### config.mk
export PLATFORM = sky130hd
export DESIGN_NAME = kab_div
export DESIGN_NICKNAME = d
export VERILOG_FILES = /design/src/rtl/core/kab_pkg.sv /design/src/rtl/core/kab_div.sv
export SDC_FILE = /design/constraint.sdc
export NUM_CORES = 1
export LEC_CHECK = 0
export ABC_AREA = 1
export BUFFER_PORTS_ARGS = -buffer_cell sky130_fd_sc_hd__buf_2
export CORE_MARGIN = 2
export CORE_UTILIZATION = 55
export DETAILED_ROUTE_END_ITERATION = 7
export GPL_TIMING_DRIVEN = 1
export PLACE_DENSITY = 0.75
export SLEW_MARGIN = 15
export SYNTH_ARGS = -nofsm -noshare
export SYNTH_HDL_FRONTEND = slang
export SYNTH_SLANG_ARGS = --single-unit
### constraint.sdc
create_clock -name clk -period 3.4 [get_ports clk]
set_input_delay 0.34 -clock clk [delete_from_list [all_inputs] [get_ports clk]]
set_output_delay 0.34 -clock clk [all_outputs]
set_load 0.01 [all_outputs]
### src/rtl/core/kab_pkg.sv
// Shared types, constants and helpers for the angle/bias Kalman estimator.
// Holds the word formats, register indexes, sequencer micro-ops and the
// saturation helper. No dependencies.
`default_nettype none

package kab_pkg;

  // Fixed-point format
  localparam int DATA_WIDTH = 32;
  localparam int FRAC_BITS  = 16;
  localparam int ACC_WIDTH  = 2 * DATA_WIDTH;
  localparam int CFG_WIDTH  = 31;
  localparam int CFG_IDX_W  = 2;

  typedef logic signed [DATA_WIDTH-1:0] word_t;
  typedef logic [CFG_WIDTH-1:0]         cfg_word_t;

  localparam word_t WORD_MAX = {1'b0, {(DATA_WIDTH-1){1'b1}}};
  localparam word_t WORD_MIN = {1'b1, {(DATA_WIDTH-1){1'b0}}};
  localparam word_t WORD_ONE = word_t'(64'd1 << FRAC_BITS);

  // Configuration register indexes
  localparam logic [CFG_IDX_W-1:0] REG_Q_ANGLE   = 2'd0;
  localparam logic [CFG_IDX_W-1:0] REG_Q_BIAS    = 2'd1;
  localparam logic [CFG_IDX_W-1:0] REG_R_MEAS    = 2'd2;
  localparam logic [CFG_IDX_W-1:0] REG_TIME_STEP = 2'd3;

  localparam cfg_word_t Q_ANGLE_RST   = 31'd66;
  localparam cfg_word_t Q_BIAS_RST    = 31'd197;
  localparam cfg_word_t R_MEAS_RST    = 31'd32768;
  localparam cfg_word_t TIME_STEP_RST = 31'd3277;

  // Channel payloads
  typedef struct packed {
    word_t measured_angle;
    word_t gyro_rate;
  } sample_t;

  typedef struct packed {
    word_t angle_estimate;
    word_t bias_estimate;
  } estimate_t;

  // Arithmetic unit operations
  typedef logic [2:0] alu_op_t;
  localparam alu_op_t OP_ADD = 3'd0;
  localparam alu_op_t OP_SUB = 3'd1;
  localparam alu_op_t OP_ACC = 3'd2;  // accumulator plus operand b, unsaturated
  localparam alu_op_t OP_MUL = 3'd3;
  localparam alu_op_t OP_DIV = 3'd4;

  // Operand sources and write-back targets
  typedef logic [4:0] src_t;
  localparam src_t SRC_ANGLE = 5'd0;
  localparam src_t SRC_BIAS  = 5'd1;
  localparam src_t SRC_C00   = 5'd2;
  localparam src_t SRC_C01   = 5'd3;
  localparam src_t SRC_C10   = 5'd4;
  localparam src_t SRC_C11   = 5'd5;
  localparam src_t SRC_MEAS  = 5'd6;
  localparam src_t SRC_RATE  = 5'd7;
  localparam src_t SRC_QA    = 5'd8;
  localparam src_t SRC_QB    = 5'd9;
  localparam src_t SRC_R     = 5'd10;
  localparam src_t SRC_DT    = 5'd11;
  localparam src_t SRC_T     = 5'd12;
  localparam src_t SRC_ANGP  = 5'd13;
  localparam src_t SRC_P11DT = 5'd14;
  localparam src_t SRC_P00   = 5'd15;
  localparam src_t SRC_P01   = 5'd16;
  localparam src_t SRC_P10   = 5'd17;
  localparam src_t SRC_P11   = 5'd18;
  localparam src_t SRC_DEN   = 5'd19;
  localparam src_t SRC_INNOV = 5'd20;
  localparam src_t SRC_K1    = 5'd21;
  localparam src_t SRC_K2    = 5'd22;
  localparam src_t SRC_M     = 5'd23;

  typedef struct packed {
    alu_op_t op;
    src_t    src_a;
    src_t    src_b;
    src_t    dst;
    logic    wr;
  } uop_t;

  // Divider handshake status
  typedef struct packed {
    logic busy;
    logic done;
  } div_stat_t;

  localparam int N_STEPS = 29;
  typedef logic [4:0] step_t;
  localparam step_t STEP_LAST = step_t'(N_STEPS - 1);

  // Saturate a wide signed value to the word range
  function automatic word_t sat_word(input logic signed [ACC_WIDTH-1:0] x);
    if ((&x[ACC_WIDTH-1:DATA_WIDTH-1]) || !(|x[ACC_WIDTH-1:DATA_WIDTH-1]))
      return x[DATA_WIDTH-1:0];
    else if (x[ACC_WIDTH-1])
      return WORD_MIN;
    else
      return WORD_MAX;
  endfunction

  function automatic uop_t mk_uop(input alu_op_t op, input src_t a, input src_t b,
                                  input src_t d, input logic wr);
    uop_t u;
    u.op    = op;
    u.src_a = a;
    u.src_b = b;
    u.dst   = d;
    u.wr    = wr;
    return u;
  endfunction

  // Micro-program: predict, then gains, then state and covariance update
  function automatic uop_t ucode(input step_t s);
    uop_t u;
    u = mk_uop(OP_ADD, SRC_T, SRC_T, SRC_T, 1'b0);
    unique case (s)
      5'd0:  u = mk_uop(OP_SUB, SRC_RATE,  SRC_BIAS,  SRC_T,     1'b1);
      5'd1:  u = mk_uop(OP_MUL, SRC_T,     SRC_DT,    SRC_T,     1'b1);
      5'd2:  u = mk_uop(OP_ADD, SRC_ANGLE, SRC_T,     SRC_ANGP,  1'b1);
      5'd3:  u = mk_uop(OP_MUL, SRC_C11,   SRC_DT,    SRC_P11DT, 1'b1);
      5'd4:  u = mk_uop(OP_ADD, SRC_C01,   SRC_C10,   SRC_T,     1'b1);
      5'd5:  u = mk_uop(OP_MUL, SRC_T,     SRC_DT,    SRC_T,     1'b1);
      5'd6:  u = mk_uop(OP_MUL, SRC_P11DT, SRC_DT,    SRC_M,     1'b1);
      // P00 is one four-term sum saturated once at the end
      5'd7:  u = mk_uop(OP_SUB, SRC_C00,   SRC_T,     SRC_T,     1'b0);
      5'd8:  u = mk_uop(OP_ACC, SRC_T,     SRC_M,     SRC_T,     1'b0);
      5'd9:  u = mk_uop(OP_ACC, SRC_T,     SRC_QA,    SRC_P00,   1'b1);
      5'd10: u = mk_uop(OP_SUB, SRC_C01,   SRC_P11DT, SRC_P01,   1'b1);
      5'd11: u = mk_uop(OP_SUB, SRC_C10,   SRC_P11DT, SRC_P10,   1'b1);
      5'd12: u = mk_uop(OP_ADD, SRC_C11,   SRC_QB,    SRC_P11,   1'b1);
      5'd13: u = mk_uop(OP_ADD, SRC_P00,   SRC_R,     SRC_DEN,   1'b1);
      5'd14: u = mk_uop(OP_SUB, SRC_MEAS,  SRC_ANGP,  SRC_INNOV, 1'b1);
      5'd15: u = mk_uop(OP_DIV, SRC_P00,   SRC_DEN,   SRC_K1,    1'b1);
      5'd16: u = mk_uop(OP_DIV, SRC_P10,   SRC_DEN,   SRC_K2,    1'b1);
      5'd17: u = mk_uop(OP_MUL, SRC_K1,    SRC_INNOV, SRC_T,     1'b1);
      5'd18: u = mk_uop(OP_ADD, SRC_ANGP,  SRC_T,     SRC_ANGLE, 1'b1);
      5'd19: u = mk_uop(OP_MUL, SRC_K2,    SRC_INNOV, SRC_T,     1'b1);
      5'd20: u = mk_uop(OP_ADD, SRC_BIAS,  SRC_T,     SRC_BIAS,  1'b1);
      5'd21: u = mk_uop(OP_MUL, SRC_K1,    SRC_P00,   SRC_T,     1'b1);
      5'd22: u = mk_uop(OP_SUB, SRC_P00,   SRC_T,     SRC_C00,   1'b1);
      5'd23: u = mk_uop(OP_MUL, SRC_K1,    SRC_P01,   SRC_T,     1'b1);
      5'd24: u = mk_uop(OP_SUB, SRC_P01,   SRC_T,     SRC_C01,   1'b1);
      5'd25: u = mk_uop(OP_MUL, SRC_K2,    SRC_P00,   SRC_T,     1'b1);
      5'd26: u = mk_uop(OP_SUB, SRC_P10,   SRC_T,     SRC_C10,   1'b1);
      5'd27: u = mk_uop(OP_MUL, SRC_K2,    SRC_P01,   SRC_T,     1'b1);
      5'd28: u = mk_uop(OP_SUB, SRC_P11,   SRC_T,     SRC_C11,   1'b1);
      default: u = mk_uop(OP_ADD, SRC_T, SRC_T, SRC_T, 1'b0);
    endcase
    return u;
  endfunction

endpackage

`default_nettype wire

### src/rtl/core/kab_div.sv
// Serial restoring divider for the gains: (num << FRAC_BITS) / den, truncated
// toward zero and saturated; zero denominator gives zero. Uses kab_pkg.
`default_nettype none

module kab_div (
  input  logic                clk,
  input  logic                rst,
  input  logic                start,
  input  kab_pkg::word_t      num,
  input  kab_pkg::word_t      den,
  output kab_pkg::div_stat_t  stat,
  output kab_pkg::word_t      quot
);
  import kab_pkg::*;

  localparam int MAG_W = DATA_WIDTH;
  localparam int NUM_W = DATA_WIDTH + FRAC_BITS;
  localparam int CNT_W = $clog2(DATA_WIDTH);
  localparam logic [CNT_W-1:0] CNT_LAST = CNT_W'(DATA_WIDTH - 1);

  logic             busy;
  logic             done;
  logic [CNT_W-1:0] cnt;
  logic [MAG_W-1:0] rem;
  logic [MAG_W-1:0] low;      // numerator bits out, quotient bits in
  logic [MAG_W-1:0] den_mag;
  logic             neg;
  logic             ovf;
  logic             zero;

  logic [MAG_W-1:0] num_mag_s;
  logic [MAG_W-1:0] den_mag_s;
  logic [NUM_W-1:0] num_sh;
  logic [MAG_W-1:0] hi_s;
  logic             ovf_s;
  logic [MAG_W:0]   trial;
  logic             fits;

  // start: magnitudes and early overflow check
  always_comb begin
    num_mag_s = num[DATA_WIDTH-1] ? MAG_W'(-num) : MAG_W'(num);
    den_mag_s = den[DATA_WIDTH-1] ? MAG_W'(-den) : MAG_W'(den);
    num_sh    = {num_mag_s, {FRAC_BITS{1'b0}}};
    hi_s      = MAG_W'(num_sh[NUM_W-1:DATA_WIDTH]);
    ovf_s     = (hi_s >= den_mag_s);
  end

  // one quotient bit per cycle
  assign trial = {rem, low[MAG_W-1]};
  assign fits  = (trial >= {1'b0, den_mag});

  always_ff @(posedge clk) begin
    if (rst) begin
      busy <= 1'b0;
      done <= 1'b0;
    end else begin
      done <= 1'b0;
      if (start) begin
        if ((den == '0) || ovf_s) begin
          done <= 1'b1;
        end else begin
          busy <= 1'b1;
        end
      end else if (busy) begin
        if (cnt == CNT_LAST) begin
          busy <= 1'b0;
          done <= 1'b1;
        end
      end
    end
  end

  always_ff @(posedge clk) begin
    if (start) begin
      cnt     <= '0;
      rem     <= hi_s;
      low     <= num_sh[DATA_WIDTH-1:0];
      den_mag <= den_mag_s;
      neg     <= num[DATA_WIDTH-1] ^ den[DATA_WIDTH-1];
      ovf     <= ovf_s;
      zero    <= (den == '0);
    end else if (busy) begin
      cnt <= cnt + 1'b1;
      rem <= fits ? MAG_W'(trial - {1'b0, den_mag}) : trial[MAG_W-1:0];
      low <= {low[MAG_W-2:0], fits};
    end
  end

  // sign and saturation of the magnitude quotient
  always_comb begin
    if (zero)
      quot = '0;
    else if (ovf)
      quot = neg ? WORD_MIN : WORD_MAX;
    else if (neg)
      quot = (low[MAG_W-1] && (low[MAG_W-2:0] != '0)) ? WORD_MIN : word_t'(-low);
    else
      quot = low[MAG_W-1] ? WORD_MAX : word_t'(low);
  end

  assign stat.busy = busy;
  assign stat.done = done;

endmodule

`default_nettype wire

Word level (Yosys, flattened, before mapping)

Index checks and enable logic that the tools add are counted.

Output and inout port bits: 34
Bits of input ports: 67
Word-level logic and storage cells: 47
Flip-flop bits (word level): 106

Equality and inequality tests: 2
Mux-type cells: 21
Order comparisons: 2
Add/subtract/negate cells: 5
Bitwise gates (word level): 1
Reductions and logical operators: 5

Operators with widths:

| cell                                        | count |
|---|---|
| 2-to-1 mux 32 bit                           | 10 |
| negation 32 bit                             | 3 |
| >= comparator 33 x 32 -> 1 bit              | 1 |
| >= comparator 16 x 32 -> 1 bit              | 1 |
| zero test 32 bit                            | 1 |
| 2-to-1 mux 16 bit                           | 2 |
| subtractor 32 bit                           | 1 |
| 2-to-1 mux 31 bit                           | 1 |
| nonzero test 31 bit                         | 1 |
| 2-to-1 mux 1 bit                            | 8 |
| adder 5 x 1 -> 5 bit, second input constant | 1 |
| equality test 5 bit, second input constant  | 1 |
| != test 2 bit, second input constant        | 1 |
| nonzero test 2 bit                          | 1 |
| logical AND 1 bit                           | 1 |
| logical OR 1 bit                            | 1 |
| XOR 1 bit                                   | 1 |

Logic depth before layout (Yosys ltp)

Gate-level depths: netlist of the first run.

Word-level depth: 6
Depth in mapped cells: 28
Mapped depth without buffers: 28

Worst setup path before layout of the first run

No wires, ideal clock.

Path type: input-to-reg
Start: input port num[0]
End: register done
Buffers on the path: 0
Data arrival time: 2.754 ns
Data required time: 3.284 ns
Library setup time: 0.116 ns
Path slack: 0.530 ns
Stages: 25
Cells stage by stage: inv_1 > ha_1 > inv_1 > nor3_1 > inv_1 > nor2_2 > nand2_1 > nor3_2 > nand3_1 > o21ai_2 > o21ai_1 > xor2_1 > ha_1 > nand2_1 > nor2_1 > a211oi_1 > nand2_1 > nand2_1 > nand2_1 > nand2_1 > nor2_1 > nand2_1 > nand2_1 > nand2_1 > a21oi_1

Word-level cells in the longest chain between the ends: 6

RTL lines:

| item                           | RTL line      | source |
|---|---|---|
| start, declared                | kab_div.sv:9  | `input kab_pkg::word_t num,` |
| negation 32 bit                | kab_div.sv:41 | `num_mag_s = num[DATA_WIDTH-1] ? MAG_W'(-num) : MAG_W'(num);` |
| 2-to-1 mux 32 bit              | kab_div.sv:41 |  |
| >= comparator 16 x 32 -> 1 bit | kab_div.sv:45 | `ovf_s = (hi_s >= den_mag_s);` |
| logical OR 1 bit               | kab_div.sv:59 | `if ((den == '0) \|\| ovf_s) begin` |
| 2-to-1 mux 1 bit               | kab_div.sv:59 |  |
| 2-to-1 mux 1 bit               | kab_div.sv:58 | `if (start) begin` |
| end signal, assigned           | kab_div.sv:57 | `done <= 1'b0;` |
| end signal, assigned           | kab_div.sv:60 | `done <= 1'b1;` |
| end signal, assigned           | kab_div.sv:67 | `done <= 1'b1;` |
| end, declared                  | kab_div.sv:22 | `logic done;` |

No other way between the ends.
A chain may end at the register's enable or synchronous reset.

Final worst setup path of the first run

Start: register low[0]
End: output port quot[30]

Word-level cells in the longest chain between the ends: 6
Elaborated cells on any way between the ends: 7
Those cells by class: add/sub: 1; mux: 4; reduce/logical: 2

RTL lines:

| item                                                    | RTL line      | source |
|---|---|---|
| start, declared                                         | kab_div.sv:25 | `logic [MAG_W-1:0] low;` |
| start signal, assigned                                  | kab_div.sv:77 | `low <= num_sh[DATA_WIDTH-1:0];` |
| start signal, assigned                                  | kab_div.sv:85 | `low <= {low[MAG_W-2:0], fits};` |
| branches (longest 2 deep; another with negation 32 bit) | -             |  |
| 2-to-1 mux 32 bit (*)                                   | kab_div.sv:96 | `quot = (low[MAG_W-1] && (low[MAG_W-2:0] != '0)) ? WORD_MIN : word_t'(-low);` |
| 2-to-1 mux 32 bit (*)                                   | kab_div.sv:95 | `else if (neg)` |
| 2-to-1 mux 32 bit (*)                                   | kab_div.sv:93 | `else if (ovf)` |
| 2-to-1 mux 32 bit (*)                                   | kab_div.sv:91 | `if (zero)` |
| end, declared                                           | kab_div.sv:12 | `output kab_pkg::word_t quot` |

Mark *: on every way between the ends.

==> results.yml, run 1 <==
outcome:
  outcome: "finished clean"
setup_path:
  critPathLaunchType: "register"
  rrSetupSlack_ns: 0.49
  required_ns: 3.06
  crit_fanout: 15
  path_class: "reg -> out"
  crit_path_end_kind: "primary output"
  arrival_ns: 2.73
  rr_endpoint: "rem[14]$_DFFE_PP_"
  ff2ff_path_depth: 12
  reg2reg_from: "low[31]$_DFFE_PP_"
synth:
  ys_warn_count: 0
  synth_nets: 1606
  synth-seq-area-share: 0.285
  syn_area_um2: 9780
  syn_inst: 1485
  ys_types: 54
  syn-mean-instance-area_um2: 6.59
  ys_ff_latch: 106
floorplanning:
  die_w_um: 137
  die_h_um: 137
  start_util: 0.564
  pin_count: 101
  num_rows: 48
  die-area_um2: 18900
  core-area_um2: 17400
pwr:
  switching_share: 0.362
  clkPwrFrac: 0.268
  pwr-share-comb: 0.330
  p_leak_nw: 5.29
  switching_power_mw: 1.38
  p_int_mw: 2.43
  p_seq_frac: 0.402
  power.ir.vdd_worst_v: 0.000287
  powerDensity_nw_per_um2: 352
clock_tree:
  cts.sink_count: 106
  clock_path_buffers: 2
  cts-root-buf: "clkbuf_16"
  cts_made_buffers: 9
  h-tree-depth: 3
  cts_hold_buf: 0
  clk_latency_ns: 0.36
  cts_tree: "done"
  cts.clk_slew.worst_paths_ns: 0.07
global_routing:
  grt_pass1_vias: 8859
  grt_usage: 0.298
  grt_overflow_total: 0
  grt_pass1_wl_mm: 44.4
  antenna_found_initial: 0
  grt_max_degree: 62
routing:
  drt-vias-per-instance: 5.55
  drt_first_pass_iters: 5
  postRouteWirelength_mm: 27.4
  vias: 10013
  wire_per_inst_um: 15.2
  drc: 0
  drtIter0Drc: 879
  dr_wl_met3_mm: 1.77
  dr.max_layer_used: "met4"
  met1_length_mm: 13.1
  detail-route-antenna-nets: 0
  route.met2.wl_mm: 12.1
timing:
  min_period_over_period: 0.902
  rsz0062_at_grt: "false"
  maxSlewHeadroom: 0.491
  setup_viol: 0
  drv_slew: 0
  worst_pin_slew_ns: 0.763
  hold_viol_final: 0
  finalClockSkew_ns: 0.00930
  final.setup.tns_ns: 0
  fin_crit_ns: 3.07
  finalWorstSetupSlack_ns: 0.332
  clock.fmax_mhz: 326
place:
  place_ws_ns: 0.00308
  dp_hpwl_mm: 21.9
  gp_congestion: 1.02
  portBuffers: 100
hold_path:
  min_to: "done$_SDFF_PP0_"
  hp-start: "rst"
  hp-class: "in -> reg"
  min_path_cells: 2
final_layout:
  antenna_cells: 0
  drive_gt1_frac: 0.116
  layout_commonest_cell: "nand2_1"
  most-common-layout-cells: "nand2_1 (395), inv_1 (194), nor2_1 (155)"
  fin_nets: 1696
  syn_to_final_growth_pct: 10.6
run:
  cap_viol_max_count: 0
==> worst max path at each step <==
stage                   startpoint         endpoint  slack, ns  depth (start not counted)
4_1_cts        low[0]$_SDFFE_PP0P_         quot[30]       0.34                         15
5_1_grt                     num[0]  done$_SDFF_PP0_       0.03                         26
3_5_place_dp                num[0]  done$_SDFF_PP0_      0.003                         26
2_1_floorplan               num[0]  done$_SDFF_PP0_       0.53                         25
6_report       low[0]$_SDFFE_PP0P_         quot[30]       0.33                         15
3_3_place_gp                num[0]  done$_SDFF_PP0_       0.09                         26
==> cells by family (layout without fill, tap and decap cells) <==
kind of cell / count (synthesis) / in the layout / synth area share
AND/OR/NAND/NOR: 763 / 763 / 0.339
AO/OA/AOI/OAI: 250 / 250 / 0.148
buffers and inverters: 248 / 343 / 0.0995
flip-flops: 106 / 106 / 0.285
XOR/XNOR: 64 / 64 / 0.0581
adder cells (fa/ha/maj): 54 / 54 / 0.0698
==> metrics by stage <==
stage	utilization	hold slack, ns	power (mW)	instances	instance area (um2)
6_report	0.624	0.184	3.81	1805	10800
5_1_grt	0.624	0.176	4.03	1805	10800
4_1_cts	0.623	0.166	3.81	1805	10800
3_5_place_dp	0.607	0.466	2.79	1789	10500
3_3_place_gp	0.607	0.458	2.77	1789	10500
2_1_floorplan	-	0.409	2.41	1485	9780
==> routing by layer <==
metal / global-route usage / vias to the layer above
met5: 0 / -
met4: 0.0716 / 0
met3: 0.0335 / 33
met2: 0.463 / 377
met1: 0.443 / 4527
li1: - / 5076
==> power by group through the flow <==
stage          clock network, mW  registers, mW  logic (mW)
2_1_floorplan                  0           1.54       0.877
3_3_place_gp                   0           1.56        1.22
3_5_place_dp                   0           1.56        1.23
4_1_cts                     1.04           1.53        1.24
5_1_grt                     1.08           1.54        1.41
6_report                    1.02           1.53        1.26
==> synthesized netlist by cell type, drive strengths merged <==
| library cell | instances | share of area |
|---|---|---|
| a21o | 4 | 0.0031 |
| and3 | 2 | 0.0013 |
| nand2 | 402 | 0.16 |
| nor4 | 8 | 0.0051 |
| a21oi | 95 | 0.049 |
| buf | 18 | 0.011 |
| a21boi | 3 | 0.0023 |
| a31o | 1 | 0.00090 |
| a211oi | 4 | 0.0031 |
| o21a | 4 | 0.0031 |
| o22ai | 26 | 0.017 |
| a31oi | 2 | 0.0013 |
| clkinv | 2 | 0.00077 |
| nor3b | 3 | 0.0023 |
| a221oi | 1 | 0.00090 |
| o21ai | 84 | 0.045 |
| o32ai | 2 | 0.0018 |
| nand4 | 17 | 0.011 |
| fa | 1 | 0.0020 |
| ha | 53 | 0.068 |
| a22o | 12 | 0.011 |
| nand3 | 109 | 0.058 |
| nor3 | 27 | 0.017 |
| nor2 | 166 | 0.067 |
| or2 | 3 | 0.0019 |
| inv | 203 | 0.078 |
| o21bai | 6 | 0.0046 |
| xnor2 | 20 | 0.018 |
| dfxtp | 39 | 0.080 |
| edfxtp | 67 | 0.21 |
| clkbuf | 25 | 0.0096 |
| nand3b | 26 | 0.020 |
| o31ai | 3 | 0.0023 |
| o211ai | 1 | 0.00077 |
| xor2 | 44 | 0.040 |
| o41ai | 1 | 0.0017 |
| a211o | 1 | 0.00090 |
==> cell type report <==
| class | instances | area [um2] |
|---|---|---|
| clock buffers | 9 | 225 |
| clock inverters | 7 | 60.1 |
| fillers | 1697 | 6530 |
| inverters | 205 | 769 |
| multi-input cells | 1131 | 6030 |
| flip-flops and latches | 106 | 2790 |
| well taps | 225 | 282 |
| repair buffers | 122 | 666 |
==> critical path: stages, from the launching register on <==
cell and delay [ns]:
dfxtp_1 0.34, inv_1 0.13, ha_1 0.17, nand2_1 0.10
nor2_2 0.15, nand2_1 0.15, inv_2 0.10, nand2_2 0.09
o21ai_4 0.30, inv_2 0.21, a21oi_1 0.14, o21ai_0 0.09
nand2_1 0.06, nand2_1 0.08, a21oi_1 0.12, buf_2 0.14
==> flip-flops by register name, indices dropped and copies added (netlist names) <==
| register | count |
|---|---|
| busy | 1 |
| ovf | 1 |
| zero | 1 |
| neg | 1 |
| done | 1 |
| cnt | 5 |
| rem | 32 |
| den_mag | 32 |
| low | 32 |
==> repair_timing <==
item,4_1_cts,5_1_grt
setup endpoints to repair,0,1
buffers inserted,0,0
resized for setup,0,1
Note: power is estimated with default switching activity, not from simulation.
==> inputs of run 2 (changes only) <==
--- a/config.mk
+++ b/config.mk
@@ -7,10 +7,12 @@
 export LEC_CHECK = 0
 export ABC_AREA = 1
 export BUFFER_PORTS_ARGS = -buffer_cell sky130_fd_sc_hd__buf_2
+export CAP_MARGIN = 20
 export CORE_MARGIN = 2
 export CORE_UTILIZATION = 55
 export DETAILED_ROUTE_END_ITERATION = 7
 export GPL_TIMING_DRIVEN = 1
+export MAX_ROUTING_LAYER = met4
 export PLACE_DENSITY = 0.75
 export SLEW_MARGIN = 15
 export SYNTH_ARGS = -nofsm -noshare
==> results.yml, run 2 (synthesis results as in run 1) <==
outcome:
  outcome: "finished clean"
final_layout:
  antenna_cells: 0
  multi_input_area_um2: 6060
  layout_commonest_cell: "nand2_1"
  fin_nets: 1699
  syn_to_final_growth_pct: 11.2
  final_area_um2: 10900
  fillers: 1664
  fin_cells: 1808
  drive_gt1_frac: 0.122
  ff_latch_area_um2: 2790
  final_core_util: 0.627
  most-common-layout-cells: "nand2_1 (392), inv_1 (192), nor2_1 (155)"
  reg.largest.list: "den_mag x32, low x32, rem x32"
global_routing:
  grt_pass1_wl_mm: 45.1
  grt_util_met1: 0.441
  grt_overflow_total: 0
  grt_pass1_vias: 8993
  antenna_found_initial: 0
  busiest_layer: "met2"
  grt.met3_usage: 0.0383
  grt_usage: 0.312
  grt_max_degree: 56
  use_met2: 0.475
floorplanning:
  die_h_um: 137
  start_util: 0.564
  num_rows: 48
  die_w_um: 137
  pin_count: 101
  die-area_um2: 18900
  core-area_um2: 17400
pwr:
  report.power.total_mw: 3.86
  p_leak_nw: 5.32
  power.ir.vdd_worst_v: 0.000270
  powerDensity_nw_per_um2: 354
routing:
  wire_per_inst_um: 15.5
  drtIter0Drc: 891
  drc: 0
  drt_first_pass_iters: 5
  drt-vias-per-instance: 5.60
  postRouteWirelength_mm: 28.0
  vias: 10119
  detail-route-antenna-nets: 0
timing:
  clock.fmax_mhz: 316
  worst_pin_slew_ns: 1.05
  drv_slew: 0
  finalClockSkew_ns: 0.0150
  finalWorstSetupSlack_ns: 0.240
  final.setup.tns_ns: 0
  hold_viol_final: 0
  maxSlewHeadroom: 0.295
  setup_viol: 0
  rsz0062_at_grt: "false"
  min_period_over_period: 0.930
  holdWs_ns: 0.168
  fin_crit_ns: 3.16
setup_path:
  crit_path_end_kind: "register"
  critPathLaunchType: "input port"
  path_class: "in -> reg"
  arrival_ns: 3.46
  crit_fanout: 3
  required_ns: 3.70
hold_path:
  hp-class: "in -> reg"
place:
  place_ws_ns: -0.125
  portBuffers: 100
  dpl_cell_area_um2: 10500
  gp_congestion: 0.986
  dp_cells: 1789
  dp_hpwl_mm: 22.2
clock_tree:
  h-tree-depth: 3
  cts_made_buffers: 9
  clk_latency_ns: 0.37
  cts_tree: "done"
  cts-root-buf: "clkbuf_16"
  cts_hold_buf: 0
  cts.clk_slew.worst_paths_ns: 0.08
  cts.sink_count: 106
  clock_path_buffers: 2
run:
  cap_viol_max_count: 0
-- run 2: cell count changes in the layout (fill, tap and decap cells not counted), sizes merged --
cell      before  now
buf          122  125
inv          206  209
clkinvlp       3    1
clkinv         3    2
-- run 2: final cells by class --
class                   count  share of cell area
clock inverters             7             0.00598
clock buffers               9              0.0207
multi-input cells        1131               0.557
inverters                 205              0.0707
repair buffers            125              0.0632
well taps                 225              0.0259
flip-flops and latches    106               0.257
-- run 2: report_power, final --
part | internal, mW | switching, mW | leakage, nW | total [mW]
logic | 0.449 | 0.815 | 4.19 | 1.26
clock network | 0.519 | 0.538 | 0.141 | 1.06
registers | 1.48 | 0.0589 | 0.988 | 1.53
-- run 2: final timing paths --
| check | slack (ns) | cells past startpoint | start | endpoint |
|---|---|---|---|---|
| setup / recovery | 0.24 | 24 | num[0] | busy$_SDFFE_PP0P_ |
| hold / removal | 0.17 | 2 | rst | done$_SDFF_PP0_ |
| setup reg to reg | 0.47 | 12 | low[31]$_DFFE_PP_ | rem[12]$_DFFE_PP_ |
| hold reg to reg | 0.47 | 2 | rem[31]$_SDFFE_PP0P_ | rem[31]$_SDFFE_PP0P_ |
-- run 2: timing repair --
item / CTS / global route
resized for setup: 0 / 10
endpoints found under the setup margin: 0 / 2
endpoints found under the hold margin: 0 / 0
buffers inserted: 0 / 3
-- run 2: worst max-delay path: stages --
cell,delay [ns]
buf_2,0.10
inv_2,0.10
ha_4,0.14
inv_1,0.05
nor3_2,0.23
inv_1,0.10
nor2_2,0.15
nand2_2,0.09
nor3_4,0.20
nand3_2,0.12
buf_4,0.15
o21ai_0,0.22
xnor2_1,0.18
ha_1,0.22
a21oi_1,0.15
nor2_1,0.06
a211oi_1,0.23
nand2_2,0.10
nand2_1,0.06
nor2_1,0.04
nand2_1,0.08
nand2_2,0.09
buf_4,0.14
a21oi_1,0.10
-- run 2: metal layers --
layer	routed length, um	up-vias
met2	12400	384
met3	2000	39
met4	473	0
li1	-	5087
met5	0	-
met1	13200	4609
==> inputs of run 3 (changes only) <==
--- a/config.mk
+++ b/config.mk
@@ -13,7 +13,7 @@
 export DETAILED_ROUTE_END_ITERATION = 7
 export GPL_TIMING_DRIVEN = 1
 export MAX_ROUTING_LAYER = met4
-export PLACE_DENSITY = 0.75
+export PLACE_DENSITY = 0.86
 export SLEW_MARGIN = 15
 export SYNTH_ARGS = -nofsm -noshare
 export SYNTH_HDL_FRONTEND = slang
==> constraint.sdc (replaced) <==
create_clock -name clk -period 3.35 [get_ports clk]
set_input_delay 0.67 -clock clk [delete_from_list [all_inputs] [get_ports clk]]
set_output_delay 0.67 -clock clk [all_outputs]
set_load 0.01 [all_outputs]
==> results.yml, run 3 (synthesis results as in run 1) <==
outcome:
  outcome: "finished with violations"
  violations: "setup timing"
global_routing:
  grt_usage: 0.299
  antenna_found_initial: 0
  grt_overflow_total: 0
  grt_pass1_wl_mm: 43.6
  grt_pass1_vias: 9123
  grt_max_degree: 41
clock_tree:
  cts_tree: "done"
  cts.clk_slew.worst_paths_ns: 0.08
  cts_hold_buf: 0
  clk_latency_ns: 0.36
  cts.sink_count: 106
  h-tree-depth: 3
  clock_path_buffers: 2
  cts-root-buf: "clkbuf_16"
  cts_made_buffers: 9
timing:
  min_period_over_period: 1.02
  setup_viol: 2
  fin_crit_ns: 3.41
  hold_viol_final: 0
  maxSlewHeadroom: 0.548
  finalClockSkew_ns: 0.0136
  finalWorstSetupSlack_ns: -0.0599
  clock.fmax_mhz: 293
  holdWs_ns: 0.475
  rsz0062_at_grt: "true"
  drv_slew: 0
  worst_pin_slew_ns: 0.674
floorplanning:
  die_h_um: 137
  core-area_um2: 17400
  num_rows: 48
  die-area_um2: 18900
  die_w_um: 137
  pin_count: 101
  start_util: 0.564
final_layout:
  syn_to_final_growth_pct: 14.3
  final_area_um2: 11200
  fillers: 1493
  fin_nets: 1722
  layout_commonest_cell: "nand2_1"
  drive_gt1_frac: 0.142
  reg.largest.list: "den_mag x32, low x32, rem x32"
  final_core_util: 0.644
  antenna_cells: 0
  most-common-layout-cells: "nand2_1 (389), inv_1 (188), nor2_1 (153)"
pwr:
  power.ir.vdd_worst_v: 0.000283
  p_leak_nw: 5.47
  report.power.total_mw: 4.02
  powerDensity_nw_per_um2: 360
routing:
  drt_first_pass_iters: 5
  drtIter0Drc: 838
  vias: 10231
  postRouteWirelength_mm: 27.5
  wire_per_inst_um: 15.0
  drt-vias-per-instance: 5.59
  detail-route-antenna-nets: 0
  drc: 0
run:
  cap_viol_max_count: 0
setup_path:
  path_class: "in -> reg"
  crit_path_end_kind: "register"
  arrival_ns: 3.66
  crit_fanout: 3
  rrSetupSlack_ns: 0.47
  required_ns: 3.60
  critPathLaunchType: "input port"
place:
  dpl_cell_area_um2: 10700
  dp_hpwl_mm: 21.4
  portBuffers: 100
  gp_congestion: 0.960
hold_path:
  hp-class: "reg -> reg"
[run 3: changes by cell type in the layout (fill, tap and decap cells not counted), sizes merged]
cell | before | now
bufinv | 0 | 2
inv | 209 | 204
buf | 125 | 148
clkinv | 2 | 4
clkinvlp | 1 | 0
clkbuf | 9 | 11
[run 3: path summary, 6_finish.rpt]
path	from	end	cells after the start
setup / recovery	num[1]	done$_SDFF_PP0_	26
hold / removal	rem[25]$_SDFFE_PP0P_	rem[25]$_SDFFE_PP0P_	2
setup reg to reg	low[31]$_DFFE_PP_	rem[14]$_DFFE_PP_	12
hold reg to reg	rem[25]$_SDFFE_PP0P_	rem[25]$_SDFFE_PP0P_	2
[run 3: repair_timing]
item | CTS | global route
gates resized for setup | 0 | 41
setup buffers | 0 | 6
endpoints found under the setup margin | 0 | 15
[run 3: critical path, stage by stage]
cell,delay [ns]
buf_6,0.10
inv_4,0.06
ha_4,0.15
inv_4,0.04
nor3_4,0.23
inv_2,0.09
nor2_4,0.13
nand2_2,0.09
nor3_4,0.20
nand3_2,0.15
o21ai_4,0.22
o21ai_2,0.10
xor2_2,0.20
ha_1,0.29
nand2_1,0.09
nor2_1,0.04
a211oi_1,0.20
nand2_1,0.07
nand2_1,0.09
nand2_2,0.06
nand2_1,0.07
nor2_1,0.04
nand2_1,0.07
nand2_2,0.09
nand2_2,0.07
a21oi_2,0.05
[run 3: cell type report]
| cell class | count | area [um2] | area share |
|---|---|---|---|
| clock buffer | 11 | 233 | 0.0208 |
| clock inverter | 5 | 77.6 | 0.00694 |
| sequential | 106 | 2790 | 0.250 |
| multi-input combinational | 1131 | 6130 | 0.548 |
| tap | 225 | 282 | 0.0252 |
| timing repair buffer | 148 | 886 | 0.0792 |
| inverter | 205 | 779 | 0.0697 |
[run 3: per-layer routing]
layer | global-route usage | up-vias | part of all wire | wire length, um
li1 | - | 5125 | - | -
met1 | 0.406 | 4668 | 0.45 | 12400
met2 | 0.472 | 389 | 0.47 | 12800
met3 | 0.0342 | 49 | 0.067 | 1840
met4 | 0.0842 | 0 | 0.019 | 512
met5 | - | - | 0 | 0
[run 3: power breakdown]
group	total (mW)	internal [mW]	switching, mW	leakage [nW]
clock	1.14	0.656	0.486	0.152
combinational	1.33	0.485	0.842	4.33
sequential	1.55	1.50	0.0555	0.988
total	4.02	2.64	1.38	5.47
[run 3: per-stage QoR]
step	std cells	setup TNS (ns)	setup WS [ns]
floorplan	1485	0	0.150
global placement	1809	-0.733	-0.299
detailed placement	1809	-0.876	-0.343
CTS	1825	0	0.0134
global route	1831	-0.696	-0.267
finish	1831	-0.0864	-0.0599
